<file path="config.mk">
export PLATFORM = sky130hd
export DESIGN_NAME = dense_matrix_shortest_path
export DESIGN_NICKNAME = d
export VERILOG_FILES = /design/src/sv/dmsp_pkg.sv /design/src/sv/dmsp_relax.sv /design/src/sv/dense_matrix_shortest_path.sv
export SDC_FILE = /design/constraint.sdc
export NUM_CORES = 2
export LEC_CHECK = 0
export ABC_CLOCK_PERIOD_IN_PS = 9610
export BUFFER_PORTS_ARGS = -buffer_cell sky130_fd_sc_hd__buf_2
export CORE_ASPECT_RATIO = 1.1
export CORE_MARGIN = 3
export CORE_UTILIZATION = 50
export CTS_CLUSTER_SIZE = 12
export DETAILED_ROUTE_END_ITERATION = 10
export HOLD_SLACK_MARGIN = 0.15
export PLACE_DENSITY = 0.61
export SLEW_MARGIN = 10
export SYNTH_ARGS = -nofsm -noshare
export SYNTH_HDL_FRONTEND = slang
export SYNTH_HIERARCHICAL = 1
export SYNTH_MEMORY_MAX_BITS = 65536
export SYNTH_SLANG_ARGS = --single-unit
</file>
<file path="constraint.sdc">
create_clock -name clk_i -period 9.61 [get_ports clk_i]
set_input_delay 0.961 -clock clk_i [delete_from_list [all_inputs] [get_ports clk_i]]
set_output_delay 0.961 -clock clk_i [all_outputs]
set_load 0.02 [all_outputs]
</file>
<file path="src/sv/dmsp_pkg.sv">
// Shared types and constants for the dense shortest-path block.
package dmsp_pkg;

  localparam int unsigned DIST_W  = 20;
  localparam int unsigned KEY_W   = DIST_W + 1;
  localparam int unsigned NODE_FW = 4;
  localparam int unsigned WIN_W   = 16;

  localparam logic [DIST_W-1:0] DIST_MAX = {DIST_W{1'b1}};
  // Key of an unreached node: one above any reachable distance.
  localparam logic [KEY_W-1:0]  KEY_UNREACHED = {1'b1, {DIST_W{1'b0}}};
  localparam logic [KEY_W-1:0]  KEY_INIT      = {KEY_W{1'b1}};

  localparam logic OP_LOAD = 1'b0;
  localparam logic OP_RUN  = 1'b1;

  // Outcome of relaxing one edge.
  typedef struct packed {
    logic              upd;
    logic [DIST_W-1:0] dnew;
  } relax_t;

endpackage

</file>
<file path="src/sv/dmsp_relax.sv">
// Edge relaxation unit: saturating add and compare against the stored distance.
module dmsp_relax #(
  parameter int unsigned WEIGHT_W = 16
) (
  input  logic [dmsp_pkg::DIST_W-1:0] du_i,
  input  logic [WEIGHT_W-1:0]         w_i,
  input  logic [dmsp_pkg::DIST_W-1:0] dv_i,
  input  logic                        settled_i,
  input  logic                        reached_i,
  output dmsp_pkg::relax_t            res_o
);
  import dmsp_pkg::*;

  logic [KEY_W-1:0]  sum;
  logic [DIST_W-1:0] cand;

  assign sum  = {1'b0, du_i} + KEY_W'(w_i);
  assign cand = sum[KEY_W-1] ? DIST_MAX : sum[DIST_W-1:0];

  assign res_o.dnew = cand;
  assign res_o.upd  = !settled_i && (w_i != '0) && (!reached_i || (cand < dv_i));

endmodule

</file>
<file path="src/sv/dense_matrix_shortest_path.sv">
// Dense single-source shortest path over a stored adjacency matrix.
// Load beat: busy stays low. Run beat: up to NODES rounds of a minimum scan and a row
// relax, then an output walk; a source out of range skips straight to the walk.
// Last result beat shows in the first idle cycle; results are one per cycle, no stall.
// Reset: a clearing pass zeroes the weight memory, busy high.
module dense_matrix_shortest_path #(
  parameter int unsigned NODES       = 16,
  parameter int unsigned WEIGHT_BITS = 16
) (
  input  logic                         clk_i,
  input  logic                         rst_ni,
  input  logic                         start,
  output logic                         busy,
  input  logic                         op_i,
  input  logic [dmsp_pkg::NODE_FW-1:0] row_i,
  input  logic [dmsp_pkg::NODE_FW-1:0] col_i,
  input  logic [dmsp_pkg::WIN_W-1:0]   weight_i,
  input  logic [dmsp_pkg::NODE_FW-1:0] source_i,
  output logic                         valid_o,
  output logic [dmsp_pkg::NODE_FW-1:0] node_o,
  output logic [dmsp_pkg::DIST_W-1:0]  distance_o,
  output logic                         reachable_o,
  output logic                         last_o
);
  import dmsp_pkg::*;

  // Node index width and memory sizes.
  localparam int unsigned NW     = $clog2(NODES);
  localparam int unsigned MW     = (WEIGHT_BITS < WIN_W) ? WEIGHT_BITS : WIN_W;
  localparam int unsigned WDEPTH = 1 << (2 * NW);
  localparam int unsigned DDEPTH = 1 << NW;

  // Sequencer states.
  localparam logic [2:0] S_CLEAR = 3'd0;
  localparam logic [2:0] S_IDLE  = 3'd1;
  localparam logic [2:0] S_SCAN  = 3'd2;
  localparam logic [2:0] S_RELAX = 3'd3;
  localparam logic [2:0] S_OUT   = 3'd4;

  logic [2:0]        state_q, state_d;
  logic [NW:0]       k_q, k_d;          // node walk counter, 0..NODES
  logic [NW:0]       round_q, round_d;  // settled rounds
  logic [2*NW-1:0]   clr_q, clr_d;      // clearing pass address
  logic [NODES-1:0]  settled_q, settled_d;
  logic [NODES-1:0]  reached_q, reached_d;
  logic [KEY_W-1:0]  best_q, best_d;
  logic [NW-1:0]     idx_q, idx_d;
  logic [NW-1:0]     u_q, u_d;
  logic [DIST_W-1:0] du_q, du_d;

  // Result register.
  logic                valid_q, valid_d;
  logic [NODE_FW-1:0]  node_q, node_d;
  logic [DIST_W-1:0]   dist_q, dist_d;
  logic                reach_q, reach_d;
  logic                last_q, last_d;

  // Weight matrix memory: one write port, one registered read port.
  logic [MW-1:0]     wmem [WDEPTH];
  logic [MW-1:0]     wrd_q;
  logic              w_we;
  logic [2*NW-1:0]   w_addr;
  logic [MW-1:0]     w_wd;
  logic [2*NW-1:0]   w_ra;

  // Distance memory: one write port, one registered read port, indexed by node.
  logic [DIST_W-1:0] dmem [DDEPTH];
  logic [DIST_W-1:0] drd_q;
  logic              d_we;
  logic [NW-1:0]     d_addr;
  logic [DIST_W-1:0] d_wd;
  logic [NW-1:0]     d_ra;

  // Input decode; narrow node fields are widened so any NODES compares cleanly.
  logic              acc;
  logic [NW+3:0]     row_x, col_x, src_x;
  logic              wr_in_range, src_in_range;

  // Data returned from the memories belongs to the node one behind k_q.
  logic [NW:0]       km1;
  logic [NW-1:0]     pv;
  logic [NW+3:0]     pv_x;
  logic              k_last;

  // Minimum search.
  logic [KEY_W-1:0]  key;
  logic              take;
  logic [KEY_W-1:0]  sel_best;
  logic [NW-1:0]     sel_idx;

  relax_t            rlx;

  assign acc   = start && !busy;
  assign row_x = {{NW{1'b0}}, row_i};
  assign col_x = {{NW{1'b0}}, col_i};
  assign src_x = {{NW{1'b0}}, source_i};
  assign wr_in_range  = (row_x < (NW+4)'(NODES)) && (col_x < (NW+4)'(NODES));
  assign src_in_range = src_x < (NW+4)'(NODES);

  assign km1    = k_q - 1'b1;
  assign pv     = km1[NW-1:0];
  assign pv_x   = {{4{1'b0}}, pv};
  assign k_last = (k_q == (NW+1)'(NODES));

  assign key      = reached_q[pv] ? {1'b0, drd_q} : KEY_UNREACHED;
  assign take     = (k_q != '0) && !settled_q[pv] && (key <= best_q);
  assign sel_best = take ? key : best_q;
  assign sel_idx  = take ? pv : idx_q;

  assign w_ra = {u_q, k_q[NW-1:0]};
  assign d_ra = k_q[NW-1:0];

  dmsp_relax #(
    .WEIGHT_W (MW)
  ) u_relax (
    .du_i      (du_q),
    .w_i       (wrd_q),
    .dv_i      (drd_q),
    .settled_i (settled_q[pv]),
    .reached_i (reached_q[pv]),
    .res_o     (rlx)
  );

  always_comb begin
    state_d   = state_q;
    k_d       = k_q;
    round_d   = round_q;
    clr_d     = clr_q;
    settled_d = settled_q;
    reached_d = reached_q;
    best_d    = best_q;
    idx_d     = idx_q;
    u_d       = u_q;
    du_d      = du_q;
    valid_d   = 1'b0;
    node_d    = node_q;
    dist_d    = dist_q;
    reach_d   = reach_q;
    last_d    = last_q;
    w_we      = 1'b0;
    w_addr    = {row_x[NW-1:0], col_x[NW-1:0]};
    w_wd      = weight_i[MW-1:0];
    d_we      = 1'b0;
    d_addr    = src_x[NW-1:0];
    d_wd      = '0;

    unique case (state_q)
      S_CLEAR: begin
        w_we   = 1'b1;
        w_addr = clr_q;
        w_wd   = '0;
        clr_d  = clr_q + 1'b1;
        if (clr_q == {(2*NW){1'b1}}) begin
          state_d = S_IDLE;
        end
      end

      S_IDLE: begin
        if (acc && (op_i == OP_LOAD)) begin
          w_we = wr_in_range;
        end else if (acc && (op_i == OP_RUN)) begin
          settled_d = '0;
          reached_d = '0;
          k_d       = '0;
          round_d   = '0;
          best_d    = KEY_INIT;
          idx_d     = '0;
          if (src_in_range) begin
            reached_d[src_x[NW-1:0]] = 1'b1;
            d_we    = 1'b1;
            state_d = S_SCAN;
          end else begin
            state_d = S_OUT;
          end
        end
      end

      S_SCAN: begin
        k_d    = k_q + 1'b1;
        best_d = sel_best;
        idx_d  = sel_idx;
        if (k_last) begin
          k_d                = '0;
          best_d             = KEY_INIT;
          idx_d              = '0;
          u_d                = sel_idx;
          du_d               = sel_best[DIST_W-1:0];
          settled_d[sel_idx] = 1'b1;
          round_d            = round_q + 1'b1;
          // Once the nearest open node is unreached, nothing can change.
          if (reached_q[sel_idx]) begin
            state_d = S_RELAX;
          end else begin
            state_d = S_OUT;
          end
        end
      end

      S_RELAX: begin
        k_d = k_q + 1'b1;
        if ((k_q != '0) && rlx.upd) begin
          d_we          = 1'b1;
          d_addr        = pv;
          d_wd          = rlx.dnew;
          reached_d[pv] = 1'b1;
        end
        if (k_last) begin
          k_d = '0;
          if (round_q == (NW+1)'(NODES)) begin
            state_d = S_OUT;
          end else begin
            state_d = S_SCAN;
          end
        end
      end

      S_OUT: begin
        k_d = k_q + 1'b1;
        if (k_q != '0) begin
          valid_d = 1'b1;
          node_d  = pv_x[NODE_FW-1:0];
          dist_d  = reached_q[pv] ? drd_q : DIST_MAX;
          reach_d = reached_q[pv];
          last_d  = k_last;
        end
        if (k_last) begin
          k_d     = '0;
          state_d = S_IDLE;
        end
      end

      default: begin
        state_d = S_CLEAR;
        clr_d   = '0;
      end
    endcase
  end

  always_ff @(posedge clk_i or negedge rst_ni) begin
    if (!rst_ni) begin
      state_q   <= S_CLEAR;
      k_q       <= '0;
      round_q   <= '0;
      clr_q     <= '0;
      settled_q <= '0;
      reached_q <= '0;
      best_q    <= KEY_INIT;
      idx_q     <= '0;
      u_q       <= '0;
      valid_q   <= 1'b0;
    end else begin
      state_q   <= state_d;
      k_q       <= k_d;
      round_q   <= round_d;
      clr_q     <= clr_d;
      settled_q <= settled_d;
      reached_q <= reached_d;
      best_q    <= best_d;
      idx_q     <= idx_d;
      u_q       <= u_d;
      valid_q   <= valid_d;
    end
  end

  // Payload registers, no reset.
  always_ff @(posedge clk_i) begin
    du_q    <= du_d;
    node_q  <= node_d;
    dist_q  <= dist_d;
    reach_q <= reach_d;
    last_q  <= last_d;
  end

  always_ff @(posedge clk_i) begin
    if (w_we) begin
      wmem[w_addr] <= w_wd;
    end
    wrd_q <= wmem[w_ra];
  end

  always_ff @(posedge clk_i) begin
    if (d_we) begin
      dmem[d_addr] <= d_wd;
    end
    drd_q <= dmem[d_ra];
  end

  assign busy        = (state_q != S_IDLE);
  assign valid_o     = valid_q;
  assign node_o      = node_q;
  assign distance_o  = dist_q;
  assign reachable_o = reach_q;
  assign last_o      = last_q;

`ifndef SYNTH
  // A result beat only follows a cycle of the output walk.
  a_valid_from_out: assert property (@(posedge clk_i) disable iff (!rst_ni)
    valid_o |-> $past(state_q == S_OUT))
    else $error("result beat outside output walk");

  // The result stream has no gaps until the last beat.
  a_stream_dense: assert property (@(posedge clk_i) disable iff (!rst_ni)
    (valid_o && !last_o) |=> valid_o)
    else $error("gap in result stream");

  // A row is relaxed only for a settled node that was reached.
  a_relax_row: assert property (@(posedge clk_i) disable iff (!rst_ni)
    (state_q == S_RELAX) |-> (settled_q[u_q] && reached_q[u_q]))
    else $error("relaxing row of unsettled or unreached node");

  // A run beat makes the block busy on the next cycle.
  a_run_busy: assert property (@(posedge clk_i) disable iff (!rst_ni)
    (start && !busy && (op_i == OP_RUN)) |=> busy)
    else $error("run beat did not start the sequencer");
`endif

endmodule
</file>
# [Word level (Yosys, flattened, before mapping)]
# Memories as Yosys holds them, arrays and structs flattened. A register that Yosys moved wholly into a read port is not among the register bits.
# Cells that the tools add are included.
[op_classes] addsub=5 order_cmp=11 eq_ne=16 muxes=69 bitwise=3 n_reduce_logical=32
[op_table] cell="16-bit two-way mux" count=8
[op_table] cell="21-bit two-way mux" count=5
[op_table] cell="16-bit one-hot mux with 2 select lines" count=2
[op_table] cell="20-bit two-way mux" count=3
[op_table] cell="21-bit one-hot mux with 2 select lines" count=1
[op_table] cell="16-bit bitwise OR" count=2
[op_table] cell="4-bit by 5-bit < comparator with 1-bit output, second input constant" count=6
[op_table] cell="3-bit two-way mux" count=9
[op_table] cell="4-bit two-way mux" count=6
[op_table] cell="20-bit by 16-bit adder with 21-bit output" count=1
[op_table] cell="21-bit <= comparator" count=1
[op_table] cell="20-bit < comparator" count=1
[op_table] cell="5-bit two-way mux" count=4
[op_table] cell="5-bit one-hot mux with 2 select lines" count=2
[op_table] cell="1-bit two-way mux" count=17
[op_table] cell="8-bit one-hot mux with 2 select lines" count=1
[op_table] cell="16-bit nonzero test" count=1
[op_table] cell="3-bit one-hot mux with 5 select lines" count=1
[op_table] cell="2-bit != test, second input constant" count=7
[op_table] cell="1-bit binary-select mux with 4-bit select" count=3
[op_table] cell="1-bit demux with 4-bit select" count=3
[op_table] cell="4-bit by 1-bit greater-or-equal comparator with 1-bit output, second input constant" count=3
[op_table] cell="1-bit logical AND" count=12
[op_table] cell="4-bit AND reduction" count=3
[op_table] cell="other kinds (24)" count=34
[word_totals] reg_bits=129 ram_bits=4416 input_bits=32 output_inout_bits=28 word_cells=154 n_memories=2
[mem_list] name="wmem" words=256 word_bits=16 read_ports=1 rd_ports_with_merged_regs=1 write_ports=1 line_no="dense_matrix_shortest_path.sv:59" text="logic [MW-1:0] wmem [WDEPTH];"
[mem_list] name="dmem" words=16 word_bits=20 read_ports=1 rd_ports_with_merged_regs=1 write_ports=1 line_no="dense_matrix_shortest_path.sv:67" text="logic [DIST_W-1:0] dmem [DDEPTH];"

# [Longest topological paths before layout]
[depth] depth_word=14 depth_mapped=28

# [By module]
# The synthesis kept the hierarchy.
[modules_own_cells] mod="dense_matrix_shortest_path" n_inst=1 cells_each=7351 area_per_inst_um2=176302.8 seq_area_each_um2=136812.5
[modules_own_cells] mod="dmsp_relax" n_inst=1 cells_each=214 area_per_inst_um2=1584.0 seq_area_each_um2=0.0

# [Least setup slack after synthesis]
# Ideal clock, no wire load.
[synth_timing] path_type="flip-flop to flip-flop" startpoint="register k_q[0]" endpoint="register settled_q[2]" setup_time_ps=72 arrival_ps=6525 required_ps=9538 slack_ps=3012 stages_incl_launch_ff=29 synth_period_minus_slack_ps=6598 path_cell_list="dfrtp_1 > buf_2 > buf_6 > buf_6 > buf_2 > clkbuf_1 > buf_2 > clkbuf_1 > inv_1 > ha_1 > clkbuf_1 > clkbuf_1 > mux4_2 > mux2i_1 > a21boi_2 > buf_2 > clkbuf_1 > and2_1 > ha_1 > a21oi_1 > o21ai_0 > a221oi_1 > o211ai_1 > a211oi_2 > buf_2 > buf_2 > mux2i_1 > a31oi_1 > nor2_1"
[synth_between] elab_chain_cells=14 word_cells_on_any_way=23 cone_classes="add/sub: 1; order compare: 3; eq/ne: 2; mux: 10; bitwise: 1; reduce/logical: 6"
[synth_rtl] element="from (decl)" line_no="dense_matrix_shortest_path.sv:41" text="logic [NW:0] k_q, k_d;"
[synth_rtl] element="from (signal assigned)" line_no="dense_matrix_shortest_path.sv:253" text="k_q <= k_d;"
[synth_rtl] element="4-bit by 1-bit subtractor with 4-bit output (*)" line_no="dense_matrix_shortest_path.sv:100" text="assign km1 = k_q - 1'b1;"
[synth_rtl] element="via km1[0]" line_no="dense_matrix_shortest_path.sv:80" text="logic [NW:0] km1;"
[synth_rtl] element="1-bit binary-select mux with 4-bit select, on equally long branches" line_no="dense_matrix_shortest_path.sv:105, dense_matrix_shortest_path.sv:106"
[synth_rtl] element="1-bit two-way mux, on equally long branches" line_no="dense_matrix_shortest_path.sv:105, dense_matrix_shortest_path.sv:106"
[synth_rtl] element="21-bit two-way mux / 1-bit logical NOT (equally long branches)" line_no="dense_matrix_shortest_path.sv:105, dense_matrix_shortest_path.sv:106"
[synth_rtl] element="21-bit <= comparator / 1-bit logical AND (equally long branches)" line_no="dense_matrix_shortest_path.sv:106" text="assign take = (k_q != '0) && !settled_q[pv] && (key <= best_q);"
[synth_rtl] element="1-bit logical AND" line_no="dense_matrix_shortest_path.sv:106"
[synth_rtl] element="4-bit two-way mux (*)" line_no="dense_matrix_shortest_path.sv:108" text="assign sel_idx = take ? pv : idx_q;"
[synth_rtl] element="4-bit by 5-bit < comparator with 1-bit output (not written as such) / 4-bit by 1-bit greater-or-equal comparator with 1-bit output (equally long branches)" line_no="dense_matrix_shortest_path.sv:188" text="settled_d[sel_idx] = 1'b1;"
[synth_rtl] element="1-bit logical AND (not written as such)" line_no="dense_matrix_shortest_path.sv:188"
[synth_rtl] element="1-bit two-way mux (not written as such)" line_no="dense_matrix_shortest_path.sv:188"
[synth_rtl] element="1-bit demux with 4-bit select (*)" line_no="dense_matrix_shortest_path.sv:188"
[synth_rtl] element="16-bit bitwise OR (no source line) (*)"
[synth_rtl] element="16-bit two-way mux (*)" line_no="dense_matrix_shortest_path.sv:182" text="if (k_last) begin"
[synth_rtl] element="16-bit one-hot mux with 2 select lines (*)" line_no="dense_matrix_shortest_path.sv:147" text="unique case (state_q)"
[synth_rtl] element="to (signal assigned)" line_no="dense_matrix_shortest_path.sv:256" text="settled_q <= settled_d;"
[synth_rtl] element="to (decl)" line_no="dense_matrix_shortest_path.sv:44" text="logic [NODES-1:0] settled_q, settled_d;"
# The timed path passes the listed nets; every way through them passes the cells marked *. The select of a mux whose other input is x is not followed.
# A chain may end at the register's enable or synchronous reset.

# [Final worst setup path]
[layout_timing] startpoint="register k_q[0]" endpoint="register idx_q[0]"
[layout_between] elab_chain_cells=9 word_cells_on_any_way=15 cone_classes="add/sub: 1; order compare: 1; eq/ne: 1; mux: 8; reduce/logical: 4"
[layout_rtl] element="4-bit by 1-bit subtractor with 4-bit output (*)" line_no="dense_matrix_shortest_path.sv:100"
[layout_rtl] element="via km1[0]" line_no="dense_matrix_shortest_path.sv:80"
[layout_rtl] element="1-bit binary-select mux with 4-bit select, on equally long branches" line_no="dense_matrix_shortest_path.sv:105, dense_matrix_shortest_path.sv:106"
[layout_rtl] element="1-bit two-way mux, on equally long branches" line_no="dense_matrix_shortest_path.sv:105, dense_matrix_shortest_path.sv:106"
[layout_rtl] element="21-bit two-way mux / 1-bit logical NOT (equally long branches)" line_no="dense_matrix_shortest_path.sv:105, dense_matrix_shortest_path.sv:106"
[layout_rtl] element="21-bit <= comparator / 1-bit logical AND (equally long branches)" line_no="dense_matrix_shortest_path.sv:106"
[layout_rtl] element="1-bit logical AND" line_no="dense_matrix_shortest_path.sv:106"
[layout_rtl] element="4-bit two-way mux (*)" line_no="dense_matrix_shortest_path.sv:108"
[layout_rtl] element="4-bit two-way mux (*)" line_no="dense_matrix_shortest_path.sv:182"
[layout_rtl] element="4-bit one-hot mux with 2 select lines (*)" line_no="dense_matrix_shortest_path.sv:147"
[layout_rtl] element="to (signal assigned)" line_no="dense_matrix_shortest_path.sv:259" text="idx_q <= idx_d;"
[layout_rtl] element="to (decl)" line_no="dense_matrix_shortest_path.sv:47" text="logic [NW-1:0] idx_q, idx_d;"
# Marks and branches as above.

==> impl_results.md <==
* Gr ovfl total at 0
* Post-cts resize count at 0
* Top Ports at 60
* Clock Pin Slew Worst Setup and Hold Paths at 0.06 ns
* H-tree depth at 5
* Sequential power share at 57.0%
* Vias/cell at 6.32
* Pre-antenna DRT Iters at 7
* Worst vdd ir at 0.164 mV
* CTS Hold Bufs at 0
* Place WS at 2.61 ns
* Max_slew headroom at 17.3%
* Clk sinks at 4581
* DRC at 0
* Share of the synthesized area in the top cell type at 75.3%
* CP Class: register to register
* Placed insts at 12300
* Outcome: complete, no violations
* Synthesis warning total at 6
* Synth Register Bits at 4581
* Clk root buf: clkbuf_16
* P_int at 30.6 mW
* Achievable Freq at 143 MHz
* Nets at 8133
* CTS buffer count at 454
* Post-layout util at 56.2%
* Vias in the first global route at 83700
* Sw Pwr at 7.23 mW
* Fin crit share at 72.7%
* Post-synth net total at 7662
* Share of post-route cells with drive strength above 1 at 31.1%
* Final min period at 6.99 ns
* Final WS setup at 2.62 ns
* Lkg Pwr at 63.5 nW
* PortBufs at 59
* Final ANT Viol Nets at 0
* Initial Util at 50.3%
* WP depth at 18
* Crit-path max FO at 48
* Final wirelength at 444000 um
* RePlAce Congestion at 0.848
* Average routed wire per standard cell at 34.0 um
* CP bufs+invs at 3
* Vias at 82700
* Max stage delay cell, worst path: ha_1
* Mapped Cells at 7565
* Pwr Density at 190 nW/um2
* Asr flop ratio synth at 1.81%
* Layout area overhead at 11.9%
* Critical Path Max Stage Delay at 0.86 ns
* HPWL Detailed at 259000 um
* Dominant cell type by area after synthesis: edfxtp_1
* Worst slew pin tran at 1.24 ns
* Max-cap violations at 0
* Sw frac at 19.1%
* Core Rows at 229
* Tot GR Track Use at 24.5%
* Largest cells by area after synthesis: edfxtp_1, mux4_2, dfrtp_1, nor2_1, clkbuf_1
* Avg Inst Size Synth at 23.5 um2
* Gate power share at 0.1%
* Hold slack at 0.216 ns
* Slew Viols, Final at 0
* CTS tree: yes
* Hold Vio Cnt, Final at 0
* Setup bufs post-CTS at 0
* Clock share of power at 42.9%
* Setup_tns at 0 ns
* Chip Height at 632 um
* Hold/Removal Path Class: primary input to asynchronous set/reset pin
* Reg2Reg Depth at 18
* Setup crit start kind: register
* RSZ-0062 raised after global routing: no
* Critical Path RT at 10.38 ns
* Full die area at 363000 um2
* First-pass GRT wire length at 634000 um
* Seq/Total Area, Yosys at 76.9%
* Arr. time, crit path at 7.76 ns
* Longest Clk Path Bufs at 4
* Synth cell types at 71
* Clock Skew at 0.0900 ns
* Post-synth EDFFs at 4462
* Largest net degree at the start of global routing at 194
* Critical path's top delay family: compound AO/OA/AOI/OAI gates
* Die W at 575 um
* Mapped Area at 178000 um2
* Top cell by count, worst path: o21ai_0
* Core footprint at 354000 um2
* Cell Chain, Critical Path: inv_1 -> ha_1 -> mux4_2 -> mux2i_1 -> nand2_1 -> a21boi_4 -> buf_4 -> and2_1 -> ha_1 -> a21oi_1 -> o21ai_0 -> a221oi_1 -> o211ai_1 -> a211oi_4 -> buf_4 -> o21ai_0 -> nand2_1 -> o21ai_0
* Placed Area at 186000 um2
* Clock Latency Late Sink at 1.01 ns
* Endpoints failing setup at 0
* Top_reg_cell synth: edfxtp_1
* Cell Count, Final, Fillers Out at 13100
* Final total power at 37.8 mW
* Initial antenna violation count at 29
* Finished Cell Area at 199000 um2
* First DRT Iteration DRCs at 10400
* Nature of the critical path endpoint: register
layer usage:
metal,up-vias,global-route usage [%],share of wire [%]
li1,33200,-,-
met1,45300,35.0,40
met2,3627,39.4,49
met3,598,4.71,8.0
met4,16,5.98,2.5
met5,-,0,0.022
placed cells by master (no fill, tap or decap), types with 72 or more instances in the layout:
| cell | count |
|---|---|
| edfxtp_1 | 4462 |
| mux4_2 | 1470 |
| clkbuf_16 | 459 |
| buf_4 | 351 |
| nor2_1 | 265 |
| clkbuf_1 | 151 |
| nand2_1 | 87 |
| nor2_2 | 80 |
| clkinv_1 | 74 |
| o21ai_0 | 72 |
synth_stat cells (all sizes together), types with 10 or more instances:
library cell / number
edfxtp: 4462
mux4: 1470
nor2: 345
clkbuf: 262
buf: 150
nand2: 103
o21ai: 80
ha: 64
dfrtp: 62
inv: 62
and2: 58
nand3: 54
a21oi: 53
nand2b: 38
dfxtp: 36
o22a: 26
a31oi: 21
dfstp: 21
mux2i: 19
nor3: 19
nand4: 16
o21a: 15
xor2: 11
nand3b: 10
worst register-to-register path, stage by stage, from the launching register on:
cell,delay (ns)
dfrtp_4,0.84
inv_1,0.33
ha_1,0.86
mux4_2,0.35
mux2i_1,0.09
nand2_1,0.14
a21boi_4,0.81
buf_4,0.44
and2_1,0.18
ha_1,0.25
a21oi_1,0.14
o21ai_0,0.12
a221oi_1,0.33
o211ai_1,0.19
a211oi_4,0.71
buf_4,0.52
o21ai_0,0.31
nand2_1,0.14
o21ai_0,0.09
area by class of cell:
| type | instances | area, um2 |
|---|---|---|
| tap | 4735 | 5920 |
| clock inverter | 124 | 987 |
| sequential | 4581 | 137000 |
| inverter | 62 | 233 |
| timing repair buffer | 427 | 3290 |
| antenna | 13 | 32.5 |
| clock buffer | 627 | 12300 |
| fill | 25700 | 155000 |
| multi-input combinational | 2510 | 39500 |
power by group through the flow:
stage / Clock [mW] / Combinational, mW / Sequential (mW)
final: 16.2 / 0.0262 / 21.6
after global placement: 0 / 0.0257 / 22.0
after floorplan: 0 / 0.00495 / 22.0
after CTS: 16.6 / 0.0263 / 21.6
after detailed placement: 0 / 0.0260 / 22.0
after global routing: 17.4 / 0.0286 / 21.6
registers in the layout, indices dropped and copies added, names as in the netlist, 3 cells and up:
name	count
best_q	21
du_q	20
settled_q	16
reached_q	16
k_q	5
idx_q	4
clr_q	8
wrd_q	16
round_q	5
distance_o	20
dmem	320
wmem	4096
u_q	4
node_o	4
drd_q	20
state_q	3
path summary, 6_finish.rpt:
path	start	endpoint	slack (ns)
setup / recovery	k_q[0]	idx_q[0]	2.62
hold / removal	rst_ni	clr_q[6]	0.22
setup reg to reg	k_q[0]	idx_q[0]	2.62
hold reg to reg	best_q[20]	best_q[20]	0.49
max in group asynchronous	rst_ni	k_q[0]	8.51
min in group clk_i	source_i[0]	reached_q[4]	0.46
kinds of logic (layout without fill, tap and decap cells):
logic type / Yosys count / count (layout) / synth area share [%]
flops: 4581 / 4581 / 76.9
xor+xnor: 20 / 20 / 0.0985
simple gates: 676 / 676 / 1.72
compound gates: 251 / 251 / 0.950
other cells: 0 / 13 / 0
fa+ha+maj: 65 / 65 / 0.461
mux: 1498 / 1498 / 18.8
buf+inv: 474 / 1240 / 1.09
Note: power is estimated with default switching activity, not from simulation.
